<file path="src/design/itp_pkg.sv">
// Package for the integer text parser: character codes, register indexes
// and the character classification word shared by the parser modules.
// No dependencies.
`timescale 1ns / 1ps
`default_nettype none

package itp_pkg;

	localparam logic [7:0] CH_SPACE = 8'h20;
	localparam logic [7:0] CH_TAB   = 8'h09;
	localparam logic [7:0] CH_LF    = 8'h0A;
	localparam logic [7:0] CH_PLUS  = 8'h2B;
	localparam logic [7:0] CH_MINUS = 8'h2D;
	localparam logic [7:0] CH_ZERO  = 8'h30;
	localparam logic [7:0] CH_NINE  = 8'h39;
	localparam logic [7:0] CH_LO_A  = 8'h61;
	localparam logic [7:0] CH_LO_F  = 8'h66;
	localparam logic [7:0] CH_UP_A  = 8'h41;
	localparam logic [7:0] CH_UP_F  = 8'h46;
	localparam logic [7:0] CH_LO_X  = 8'h78;
	localparam logic [7:0] CH_UP_X  = 8'h58;

	localparam int RADIX_W = 6;
	localparam int VALUE_W = 64;
	localparam int OUT_OFFSET_W = 16;

	localparam logic [RADIX_W-1:0] BASE_AUTO = 6'd0;
	localparam logic [RADIX_W-1:0] BASE_OCT  = 6'd8;
	localparam logic [RADIX_W-1:0] BASE_DEC  = 6'd10;
	localparam logic [RADIX_W-1:0] BASE_HEX  = 6'd16;

	localparam logic REG_RADIX  = 1'b0;
	localparam logic REG_SIGNED = 1'b1;

	typedef struct packed {
		logic       is_space;
		logic       is_plus;
		logic       is_minus;
		logic       is_zero;
		logic       is_x;
		logic       is_dec;
		logic       is_hex_alpha;
		logic [3:0] digit;
	} itp_char_t;

endpackage

`default_nettype wire

</file>
<file path="src/design/itp_if.sv">
// Handshake interfaces for the integer text parser: the character input
// channel and the result channel. No dependencies.
`timescale 1ns / 1ps
`default_nettype none

interface itp_in_if;
	logic       valid;
	logic       ready;
	logic       start_req;
	logic [7:0] char_code;

	modport source (output valid, output start_req, output char_code, input ready);
	modport sink (input valid, input start_req, input char_code, output ready);
endinterface

interface itp_out_if;
	logic        valid;
	logic        ready;
	logic [63:0] value;
	logic [15:0] end_offset;
	logic        finished;

	modport source (output valid, output value, output end_offset, output finished,
		input ready);
	modport sink (input valid, input value, input end_offset, input finished,
		output ready);
endinterface

`default_nettype wire

</file>
<file path="src/design/itp_char_class.sv">
// Character classifier: decodes one text byte into the flags and digit value
// the parser needs. Depends on itp_pkg.
`timescale 1ns / 1ps
`default_nettype none

module itp_char_class (
	input  wire logic [7:0]        char_code,
	output itp_pkg::itp_char_t     cls
);

	logic [7:0] dec_off;
	logic [7:0] lo_off;
	logic [7:0] up_off;
	logic       is_lo;
	logic       is_up;

	always_comb begin
		dec_off = char_code - itp_pkg::CH_ZERO;
		lo_off  = char_code - itp_pkg::CH_LO_A + 8'd10;
		up_off  = char_code - itp_pkg::CH_UP_A + 8'd10;
		is_lo   = (char_code >= itp_pkg::CH_LO_A) && (char_code <= itp_pkg::CH_LO_F);
		is_up   = (char_code >= itp_pkg::CH_UP_A) && (char_code <= itp_pkg::CH_UP_F);

		cls.is_space = (char_code == itp_pkg::CH_SPACE) || (char_code == itp_pkg::CH_TAB) ||
			(char_code == itp_pkg::CH_LF);
		cls.is_plus      = (char_code == itp_pkg::CH_PLUS);
		cls.is_minus     = (char_code == itp_pkg::CH_MINUS);
		cls.is_zero      = (char_code == itp_pkg::CH_ZERO);
		cls.is_x         = (char_code == itp_pkg::CH_LO_X) || (char_code == itp_pkg::CH_UP_X);
		cls.is_dec       = (char_code >= itp_pkg::CH_ZERO) && (char_code <= itp_pkg::CH_NINE);
		cls.is_hex_alpha = is_lo || is_up;

		if (cls.is_dec) begin
			cls.digit = dec_off[3:0];
		end else if (is_lo) begin
			cls.digit = lo_off[3:0];
		end else if (is_up) begin
			cls.digit = up_off[3:0];
		end else begin
			cls.digit = 4'd0;
		end
	end

endmodule

`default_nettype wire

</file>
<file path="src/design/itp_parser.sv">
// Parser state and single-pass next-state logic: whitespace, sign, prefix and
// digit phases, the accumulator and the consumed count. Depends on itp_pkg
// and itp_char_class.
`timescale 1ns / 1ps
`default_nettype none

module itp_parser #(
	parameter int OFFSET_BITS = 16
) (
	input  wire logic                                clk,
	input  wire logic                                arst_n,
	input  wire logic                                step,
	input  wire logic                                start_req,
	input  wire logic [7:0]                          char_code,
	input  wire logic [itp_pkg::RADIX_W-1:0]         radix,
	input  wire logic                                signed_mode,
	output logic      [itp_pkg::VALUE_W-1:0]         value,
	output logic      [itp_pkg::OUT_OFFSET_W-1:0]    end_offset,
	output logic                                     finished
);

	localparam logic [2:0] PH_LEAD   = 3'd0;
	localparam logic [2:0] PH_WS2    = 3'd1;
	localparam logic [2:0] PH_PREFIX = 3'd2;
	localparam logic [2:0] PH_ZERO   = 3'd3;
	localparam logic [2:0] PH_DIGITS = 3'd4;

	localparam logic [OFFSET_BITS-1:0] CONS_MAX = '1;

	logic [2:0]                      phase_q;
	logic [itp_pkg::VALUE_W-1:0]     acc_q;
	logic                            neg_q;
	logic [itp_pkg::RADIX_W-1:0]     base_q;
	logic [OFFSET_BITS-1:0]          cons_q;
	logic                            stop_q;

	logic [2:0]                      ph;
	logic [itp_pkg::VALUE_W-1:0]     acc;
	logic                            neg;
	logic [itp_pkg::RADIX_W-1:0]     base;
	logic [OFFSET_BITS-1:0]          cons;
	logic                            stp;
	logic                            take;
	logic                            done;
	logic                            digit_ok;
	logic [itp_pkg::VALUE_W-1:0]     acc_mul;
	logic [31:0]                     cons_ext;
	itp_pkg::itp_char_t              cls;

	itp_char_class u_class (
		.char_code (char_code),
		.cls       (cls)
	);

	always_comb begin
		if (start_req) begin
			ph   = PH_LEAD;
			acc  = '0;
			neg  = 1'b0;
			base = '0;
			cons = '0;
			stp  = 1'b0;
		end else begin
			ph   = phase_q;
			acc  = acc_q;
			neg  = neg_q;
			base = base_q;
			cons = cons_q;
			stp  = stop_q;
		end
		take     = 1'b0;
		done     = stp;
		digit_ok = 1'b0;
		acc_mul  = '0;

		if (!done && ph == PH_LEAD) begin
			if (cls.is_space) begin
				take = 1'b1;
				done = 1'b1;
			end else if (signed_mode) begin
				if (cls.is_minus) begin
					neg  = 1'b1;
					take = 1'b1;
					done = 1'b1;
				end else if (cls.is_plus) begin
					take = 1'b1;
					done = 1'b1;
				end
				ph = PH_WS2;
			end else begin
				if (cls.is_plus) begin
					take = 1'b1;
					done = 1'b1;
				end
				ph = PH_PREFIX;
			end
		end

		if (!done && ph == PH_WS2) begin
			if (cls.is_space) begin
				take = 1'b1;
				done = 1'b1;
			end else begin
				if (cls.is_plus) begin
					take = 1'b1;
					done = 1'b1;
				end
				ph = PH_PREFIX;
			end
		end

		if (!done && ph == PH_PREFIX) begin
			base = radix;
			if ((radix == itp_pkg::BASE_AUTO || radix == itp_pkg::BASE_HEX) && cls.is_zero) begin
				take = 1'b1;
				done = 1'b1;
				ph   = PH_ZERO;
			end else begin
				if (radix == itp_pkg::BASE_AUTO) begin
					base = itp_pkg::BASE_DEC;
				end
				ph = PH_DIGITS;
			end
		end

		// After a lone '0' a non-x byte falls through as a digit of the chosen base.
		if (!done && ph == PH_ZERO) begin
			if (cls.is_x) begin
				take = 1'b1;
				done = 1'b1;
				base = itp_pkg::BASE_HEX;
			end else begin
				base = (base == itp_pkg::BASE_AUTO) ? itp_pkg::BASE_OCT : itp_pkg::BASE_HEX;
				acc  = '0;
			end
			ph = PH_DIGITS;
		end

		if (!done) begin
			digit_ok = (cls.is_dec || (base == itp_pkg::BASE_HEX && cls.is_hex_alpha)) &&
				({2'b00, cls.digit} < base);
			if (digit_ok) begin
				acc_mul = acc * {{(itp_pkg::VALUE_W-itp_pkg::RADIX_W){1'b0}}, base};
				acc     = acc_mul + {{(itp_pkg::VALUE_W-4){1'b0}}, cls.digit};
				take    = 1'b1;
			end else begin
				stp = 1'b1;
			end
		end

		if (take && cons != CONS_MAX) begin
			cons = cons + 1'b1;
		end

		value      = neg ? (~acc + 1'b1) : acc;
		cons_ext   = 32'(cons);
		end_offset = (|cons_ext[31:itp_pkg::OUT_OFFSET_W]) ? '1 :
			cons_ext[itp_pkg::OUT_OFFSET_W-1:0];
		finished   = stp;
	end

	always_ff @(posedge clk or negedge arst_n) begin
		if (!arst_n) begin
			phase_q <= PH_LEAD;
			acc_q   <= '0;
			neg_q   <= 1'b0;
			base_q  <= '0;
			cons_q  <= '0;
			stop_q  <= 1'b0;
		end else if (step) begin
			phase_q <= ph;
			acc_q   <= acc;
			neg_q   <= neg;
			base_q  <= base;
			cons_q  <= cons;
			stop_q  <= stp;
		end
	end

endmodule

`default_nettype wire

</file>
<file path="src/design/integer_text_parser.sv">
// Integer text parser, top level: input register, configuration registers,
// parser and result register. Depends on itp_pkg, itp_if and itp_parser.
//
// The parser takes one text byte per word and returns one result word per
// byte: the running value (two's complement when a minus sign was taken),
// the count of consumed characters (saturating) and a finished flag. A byte
// with start_req set begins a new string. Throughput is one byte per clock
// while results are taken. An accepted byte is held in the input register
// and its result is captured in the result register, which drives the output:
// one stage in the input register and one in the result register. While a
// result waits, the input register holds its byte and input ready stays low
// until the result is taken, so at most two words are in flight. The
// per-byte path is the 64-bit by 6-bit multiply-add of the accumulator.
// The user must write radix and signed_mode through the configuration port
// only while no byte is in flight; the block does not enforce it.
`timescale 1ns / 1ps
`default_nettype none

module integer_text_parser #(
	parameter int OFFSET_BITS = 16
) (
	input  wire logic                        clk,
	input  wire logic                        arst_n,
	itp_in_if.sink                           in_ch,
	itp_out_if.source                        out_ch,
	input  wire logic                        cfg_we,
	input  wire logic                        cfg_index,
	input  wire logic [itp_pkg::RADIX_W-1:0] cfg_wdata
);

	logic                                  valid_s1;
	logic                                  start_s1;
	logic [7:0]                            char_s1;
	logic                                  out_valid_q;
	logic [itp_pkg::VALUE_W-1:0]           value_q;
	logic [itp_pkg::OUT_OFFSET_W-1:0]      offset_q;
	logic                                  finished_q;
	logic [itp_pkg::RADIX_W-1:0]           radix_q;
	logic                                  signed_q;
	logic                                  advance;
	logic [itp_pkg::VALUE_W-1:0]           value_nx;
	logic [itp_pkg::OUT_OFFSET_W-1:0]      offset_nx;
	logic                                  finished_nx;

	// A word moves from the input register once the result register is free
	// or being emptied in the same cycle.
	assign advance     = valid_s1 && (!out_valid_q || out_ch.ready);
	assign in_ch.ready = !valid_s1 || advance;

	assign out_ch.valid      = out_valid_q;
	assign out_ch.value      = value_q;
	assign out_ch.end_offset = offset_q;
	assign out_ch.finished   = finished_q;

	always_ff @(posedge clk or negedge arst_n) begin
		if (!arst_n) begin
			radix_q  <= itp_pkg::BASE_DEC;
			signed_q <= 1'b0;
		end else if (cfg_we) begin
			unique case (cfg_index)
				itp_pkg::REG_RADIX:  radix_q  <= cfg_wdata;
				itp_pkg::REG_SIGNED: signed_q <= cfg_wdata[0];
				default:             radix_q  <= radix_q;
			endcase
		end
	end

	always_ff @(posedge clk or negedge arst_n) begin
		if (!arst_n) begin
			valid_s1 <= 1'b0;
		end else if (in_ch.ready) begin
			valid_s1 <= in_ch.valid;
		end
	end

	always_ff @(posedge clk) begin
		if (in_ch.valid && in_ch.ready) begin
			start_s1 <= in_ch.start_req;
			char_s1  <= in_ch.char_code;
		end
	end

	itp_parser #(
		.OFFSET_BITS (OFFSET_BITS)
	) u_parser (
		.clk         (clk),
		.arst_n      (arst_n),
		.step        (advance),
		.start_req   (start_s1),
		.char_code   (char_s1),
		.radix       (radix_q),
		.signed_mode (signed_q),
		.value       (value_nx),
		.end_offset  (offset_nx),
		.finished    (finished_nx)
	);

	always_ff @(posedge clk or negedge arst_n) begin
		if (!arst_n) begin
			out_valid_q <= 1'b0;
		end else if (advance) begin
			out_valid_q <= 1'b1;
		end else if (out_ch.ready) begin
			out_valid_q <= 1'b0;
		end
	end

	always_ff @(posedge clk) begin
		if (advance) begin
			value_q    <= value_nx;
			offset_q   <= offset_nx;
			finished_q <= finished_nx;
		end
	end

endmodule

`default_nettype wire

</file>
<file path="src/flat_wrapper.sv">
// flat-port wrapper written by rule: the top's interface ports become plain ports
module integer_text_parser_flat 
#(
	parameter int OFFSET_BITS = 16
)
  (clk, arst_n, cfg_we, cfg_index, cfg_wdata, in_ch_valid, in_ch_start_req, in_ch_char_code, in_ch_ready, out_ch_valid, out_ch_value, out_ch_end_offset, out_ch_finished, out_ch_ready);
  itp_in_if in_ch_i ();
  itp_out_if out_ch_i ();
  input  wire logic clk;
  input  wire logic arst_n;
  input  wire logic cfg_we;
  input  wire logic cfg_index;
  input  wire logic [itp_pkg::RADIX_W-1:0] cfg_wdata;
  input wire logic [$bits(in_ch_i.valid)-1:0] in_ch_valid;
  input wire logic [$bits(in_ch_i.start_req)-1:0] in_ch_start_req;
  input wire logic [$bits(in_ch_i.char_code)-1:0] in_ch_char_code;
  output wire logic [$bits(in_ch_i.ready)-1:0] in_ch_ready;
  output wire logic [$bits(out_ch_i.valid)-1:0] out_ch_valid;
  output wire logic [$bits(out_ch_i.value)-1:0] out_ch_value;
  output wire logic [$bits(out_ch_i.end_offset)-1:0] out_ch_end_offset;
  output wire logic [$bits(out_ch_i.finished)-1:0] out_ch_finished;
  input wire logic [$bits(out_ch_i.ready)-1:0] out_ch_ready;
  assign in_ch_i.valid = in_ch_valid;
  assign in_ch_i.start_req = in_ch_start_req;
  assign in_ch_i.char_code = in_ch_char_code;
  assign in_ch_ready = in_ch_i.ready;
  assign out_ch_valid = out_ch_i.valid;
  assign out_ch_value = out_ch_i.value;
  assign out_ch_end_offset = out_ch_i.end_offset;
  assign out_ch_finished = out_ch_i.finished;
  assign out_ch_i.ready = out_ch_ready;
  integer_text_parser #(.OFFSET_BITS(OFFSET_BITS)) u_core (.clk(clk), .arst_n(arst_n), .in_ch(in_ch_i), .out_ch(out_ch_i), .cfg_we(cfg_we), .cfg_index(cfg_index), .cfg_wdata(cfg_wdata));
endmodule
</file>
<file path="config.mk">
export PLATFORM = sky130hd
export DESIGN_NAME = integer_text_parser_flat
export DESIGN_NICKNAME = d
export VERILOG_FILES = /design/src/design/itp_pkg.sv /design/src/design/itp_if.sv /design/src/design/itp_char_class.sv /design/src/design/itp_parser.sv /design/src/design/integer_text_parser.sv /design/src/flat_wrapper.sv
export SDC_FILE = /design/constraint.sdc
export NUM_CORES = 1
export LEC_CHECK = 0
export ABC_AREA = 1
export BUFFER_PORTS_ARGS = -buffer_cell sky130_fd_sc_hd__buf_2
export CAP_MARGIN = 20
export CORE_MARGIN = 1
export CORE_UTILIZATION = 30
export DETAILED_ROUTE_END_ITERATION = 8
export GPL_TIMING_DRIVEN = 0
export SYNTH_ARGS = -nofsm -noshare
export SYNTH_HDL_FRONTEND = slang
export SYNTH_SLANG_ARGS = --single-unit
</file>
<file path="constraint.sdc">
create_clock -name clk -period 7.9 [get_ports clk]
set_input_delay 1.975 -clock clk [delete_from_list [all_inputs] [get_ports clk]]
set_output_delay 1.975 -clock clk [all_outputs]
set_load 0.01 [all_outputs]
</file>
==> metrics.log <==
INFO  metric layout_commonest_cell = sky130_fd_sc_hd__nand2_1
INFO  metric synth.ff_latch_count = 190
INFO  metric setup.worst_path.class = reg2reg
INFO  metric final_layout_size_suffix_gt1_frac = 0.320
INFO  metric layout.filler_cells = 8083
INFO  metric drt_first_pass_iters = 6
INFO  metric initial_core_util = 0.304
INFO  metric critical_path.max_stage_delay = 0.55 ns
INFO  metric violations_in_the_final_reports = negative setup slack
INFO  metric design.final.nets = 4204
INFO  metric cts_max_path_buffers = 2
INFO  metric io_pins = 104
INFO  metric fin_clk_skew = 0.0131 ns
INFO  metric highest_count_cells_in_the_layout_ignoring_fill_and_taps = 797 x sky130_fd_sc_hd__nand2_1, 554 x sky130_fd_sc_hd__inv_1, 261 x sky130_fd_sc_hd__nor2_1, 232 x sky130_fd_sc_hd__fa_1, 192 x sky130_fd_sc_hd__buf_4
INFO  metric core_area = 80900 sq um
INFO  metric clockRootBuffer = sky130_fd_sc_hd__clkbuf_16
INFO  metric die-height = 289 microns
INFO  metric syn-num-nets = 3879
INFO  metric hold_buffers = 0
INFO  metric synth_top_area_frac = 0.193
INFO  metric average_wire_length_per_cell_after_detail_routing = 19.4 microns
INFO  metric ir_worst_vdd = 195 uV
INFO  metric count_of_pins_over_their_slew_limit = 0
INFO  metric htree_num_levels = 4
INFO  metric finalSetupViolations = 20
INFO  metric gp_congestion = 0.982
INFO  metric drv_cap = 0
INFO  metric drt-vias-per-instance = 5.05
INFO  metric dieWidth = 289 microns
INFO  metric crit_path_top_delay_cell = sky130_fd_sc_hd__fa_1
INFO  metric netlist_instances = 3480
INFO  metric cts.sink_count = 190
INFO  metric finish.utilization = 0.413
INFO  metric cp_max_fo = 8
INFO  metric rsz0062_at_grt = true
INFO  metric drt.antenna.violating_nets = 0
INFO  metric synth-seq-area-share = 0.211
INFO  metric grt_usage = 0.221
INFO  metric leakage = 17.5 nW
INFO  metric fin_crit = 8.04 ns
INFO  metric status = finished with violations
INFO  metric final_hold_viol_count = 0
INFO  metric num_vias = 24.6k
INFO  metric cts-buffers-inserted = 17
INFO  metric post_synthesis_average_cell_area = 7.08 sq um
INFO  metric wl_met2 = 44.4 mm
INFO  metric critPathMostFrequentCell = sky130_fd_sc_hd__nand2_1
INFO  metric timing.slew.headroom = 0.336
INFO  metric met1Wirelength = 38.8 mm
INFO  metric critPathBufInv = 14
INFO  metric grt_first_pass_wirelength = 140 mm
INFO  metric pre_cts_slack = -3.01 ns
INFO  metric detailedRoute.firstIterationViolations = 2156
INFO  metric input_output_buffers = 103
INFO  metric end_kind = flop
INFO  metric critical-path-top-delay-family = simple AND/OR/NAND/NOR gates
INFO  metric clkSlewWorstSetupHoldPaths = 0.08 ns
INFO  metric power.density = 197 nW/um^2
INFO  metric ys_dominant_reg_cell = sky130_fd_sc_hd__dfrtp_1
INFO  metric final.setup.worst_slack = -0.140 ns
INFO  metric design.die.area = 83300 sq um
INFO  metric dp_hpwl = 75.0 mm
INFO  metric yosys_warnings = 0
INFO  metric worstPathArrival = 8.27 ns
INFO  metric routed_wirelength = 94.6 mm
INFO  metric count_of_cell_types_in_the_netlist = 57
INFO  metric fmaxAchievable = 0.124 GHz
INFO  metric first_global_vias = 23.9k
INFO  metric worst_pin_slew = 0.980 ns
INFO  metric antenna_cells_inserted = 0
INFO  metric floorplan.rows = 104
INFO  metric maxUsedRoutingLayer = met4
INFO  metric worstHoldPathType = reg2reg
INFO  metric synth-edff-count = 90
INFO  metric antenna_found_initial = 0
INFO  metric worstPathRequired = 8.13 ns
INFO  metric insertion_delay = 0.46 ns
INFO  metric routed-wl-met3 = 6.66 mm
INFO  metric area_added_between_synthesis_and_finish = 35.6%
INFO  metric synth.top_cells.by_area = sky130_fd_sc_hd__fa_1 19%, sky130_fd_sc_hd__nand2_1 15%, sky130_fd_sc_hd__edfxtp_1 11%
INFO  metric area_leader_netlist = sky130_fd_sc_hd__fa_1
INFO  metric synthArstFlopShare = 0.526
INFO  metric min_period_over_period = 1.02
INFO  metric overflow_left_after_global_routing = 0
INFO  metric tritoncts = done
INFO  metric critical_path.startpoint_type = flop
INFO  metric post_synth_instance_area = 24600 sq um
INFO  metric grt_start_max_net_pins = 66
INFO  metric route.detailed.drc = 0
==> Yosys cell counts (3+ instances only) <==
master	count
sky130_fd_sc_hd__o21ai_0	140
sky130_fd_sc_hd__nand3_4	4
sky130_fd_sc_hd__clkbuf_1	57
sky130_fd_sc_hd__buf_6	6
sky130_fd_sc_hd__a31oi_1	22
sky130_fd_sc_hd__nand2_2	12
sky130_fd_sc_hd__o21ai_1	10
sky130_fd_sc_hd__buf_2	15
sky130_fd_sc_hd__o21a_1	9
sky130_fd_sc_hd__a221oi_1	3
sky130_fd_sc_hd__clkinv_1	3
sky130_fd_sc_hd__fa_1	238
sky130_fd_sc_hd__o211ai_1	4
sky130_fd_sc_hd__nand3b_1	16
sky130_fd_sc_hd__nand2_1	998
sky130_fd_sc_hd__buf_1	25
sky130_fd_sc_hd__nor2_1	389
sky130_fd_sc_hd__dfrtp_1	98
sky130_fd_sc_hd__nor3_1	16
sky130_fd_sc_hd__nor2_4	3
sky130_fd_sc_hd__nor2_2	12
sky130_fd_sc_hd__edfxtp_1	90
sky130_fd_sc_hd__a21boi_0	3
sky130_fd_sc_hd__nand3_1	127
sky130_fd_sc_hd__inv_2	19
sky130_fd_sc_hd__a21oi_1	109
sky130_fd_sc_hd__nand3_2	3
sky130_fd_sc_hd__ha_1	140
sky130_fd_sc_hd__nand4_1	100
sky130_fd_sc_hd__o21bai_1	10
sky130_fd_sc_hd__xnor2_1	47
sky130_fd_sc_hd__xor2_1	64
sky130_fd_sc_hd__buf_4	8
sky130_fd_sc_hd__inv_1	636
sky130_fd_sc_hd__nor4_1	7
sky130_fd_sc_hd__a21o_1	7
==> area by class of cell <==
cell class	instances	area [sq um]	share of cell area
Sequential cell	190	5210	0.156
Clock buffer	22	465	0.0139
Buffer	109	783	0.0234
Timing Repair inverter	1	11.3	0.000337
Tap cell	1060	1330	0.0397
Clock inverter	10	77.6	0.00232
Inverter	660	2570	0.0770
Timing Repair Buffer	307	2280	0.0681
Multi-Input combinational cell	2519	20700	0.619
==> cell families (layout without fill, tap and decap cells) <==
family,Yosys count,in the layout,share of synthesized area
simple gates,1696,1696,0.287
buf+inv,771,1109,0.121
fa+ha+maj,378,378,0.264
compound gates,332,332,0.0754
flops,190,190,0.211
xor+xnor,111,111,0.0395
mux,2,2,0.000914
==> worst paths after layout <==
path	endpoint	slack (ns)	cells after the start	start
max in group asynchronous	u_core.u_parser.acc_q[58]$_DFFE_PN0P_	5.63	2	arst_n
worst min-delay path	u_core.u_parser.cons_q[11]$_DFFE_PN0P_	0.48	2	u_core.u_parser.cons_q[11]$_DFFE_PN0P_
worst max register to register	u_core.out_ch.value[61]$_DFFE_PP_	-0.14	52	u_core.char_s1[1]$_DFFE_PP_
min in group asynchronous	u_core.radix_q[5]$_DFFE_PN0P_	1.49	1	arst_n
worst max-delay path	u_core.out_ch.value[61]$_DFFE_PP_	-0.14	52	u_core.char_s1[1]$_DFFE_PP_
worst min register to register	u_core.u_parser.cons_q[11]$_DFFE_PN0P_	0.48	2	u_core.u_parser.cons_q[11]$_DFFE_PN0P_
==> through the flow <==
step           cell area (sq um)  hold slack [ns]  TNS (ns)  power [mW]  std cells
2_1_floorplan              24600            0.449         0        3.22       3480
3_3_place_gp               26500            0.463   -207.76        4.33       4643
3_5_place_dp               26500            0.466   -217.73        4.33       4645
4_1_cts                    30300            0.485   -0.0186        5.79       4773
5_1_grt                    33400            0.499    -13.63        6.90       4878
6_report                   33400            0.480     -1.07        6.60       4878
==> worst min-delay path, stage by stage, from the launching register on <==
cell and delay [ns]:
sky130_fd_sc_hd__dfrtp_1 0.34, sky130_fd_sc_hd__nand2_1 0.05, sky130_fd_sc_hd__nand2_1 0.06
==> repair_timing <==
action                     4_1_cts  5_1_grt
gates resized for setup        591      583
setup buffers                   96      107
setup endpoints to repair      112       56
pin swaps                      144      225
cloned                           1        2
hold endpoints to repair         0        0
==> layer usage <==
layer	GRT usage	vias up
li1	-	11400
met1	0.288	12000
met2	0.366	1057
met3	0.0279	196
met4	0.0986	0
met5	0	-
==> report_power, final <==
| part | total (mW) | internal, mW | switching (mW) | leakage (nW) |
|---|---|---|---|---|
| Sequential | 1.30 | 1.21 | 0.0915 | 2.24 |
| Combinational | 4.47 | 1.58 | 2.89 | 15.0 |
| Clock | 0.831 | 0.426 | 0.405 | 0.267 |
| Total | 6.60 | 3.21 | 3.38 | 17.5 |
==> state kept, by name, indices dropped and copies added, names as in the netlist <==
| signal | count |
|---|---|
| u_core.char_s1 | 8 |
| u_core.out_ch.end_offset | 16 |
| u_core.out_ch.finished | 1 |
| u_core.out_ch.valid | 1 |
| u_core.out_ch.value | 64 |
| u_core.radix_q | 6 |
| u_core.signed_q | 1 |
| u_core.start_s1 | 1 |
| u_core.u_parser.acc_q | 64 |
| u_core.u_parser.base_q | 6 |
| u_core.u_parser.cons_q | 16 |
| u_core.u_parser.neg_q | 1 |
| u_core.u_parser.phase_q | 3 |
| u_core.u_parser.stop_q | 1 |
| u_core.valid_s1 | 1 |
No activity file was read; power rests on OpenSTA's default activity.
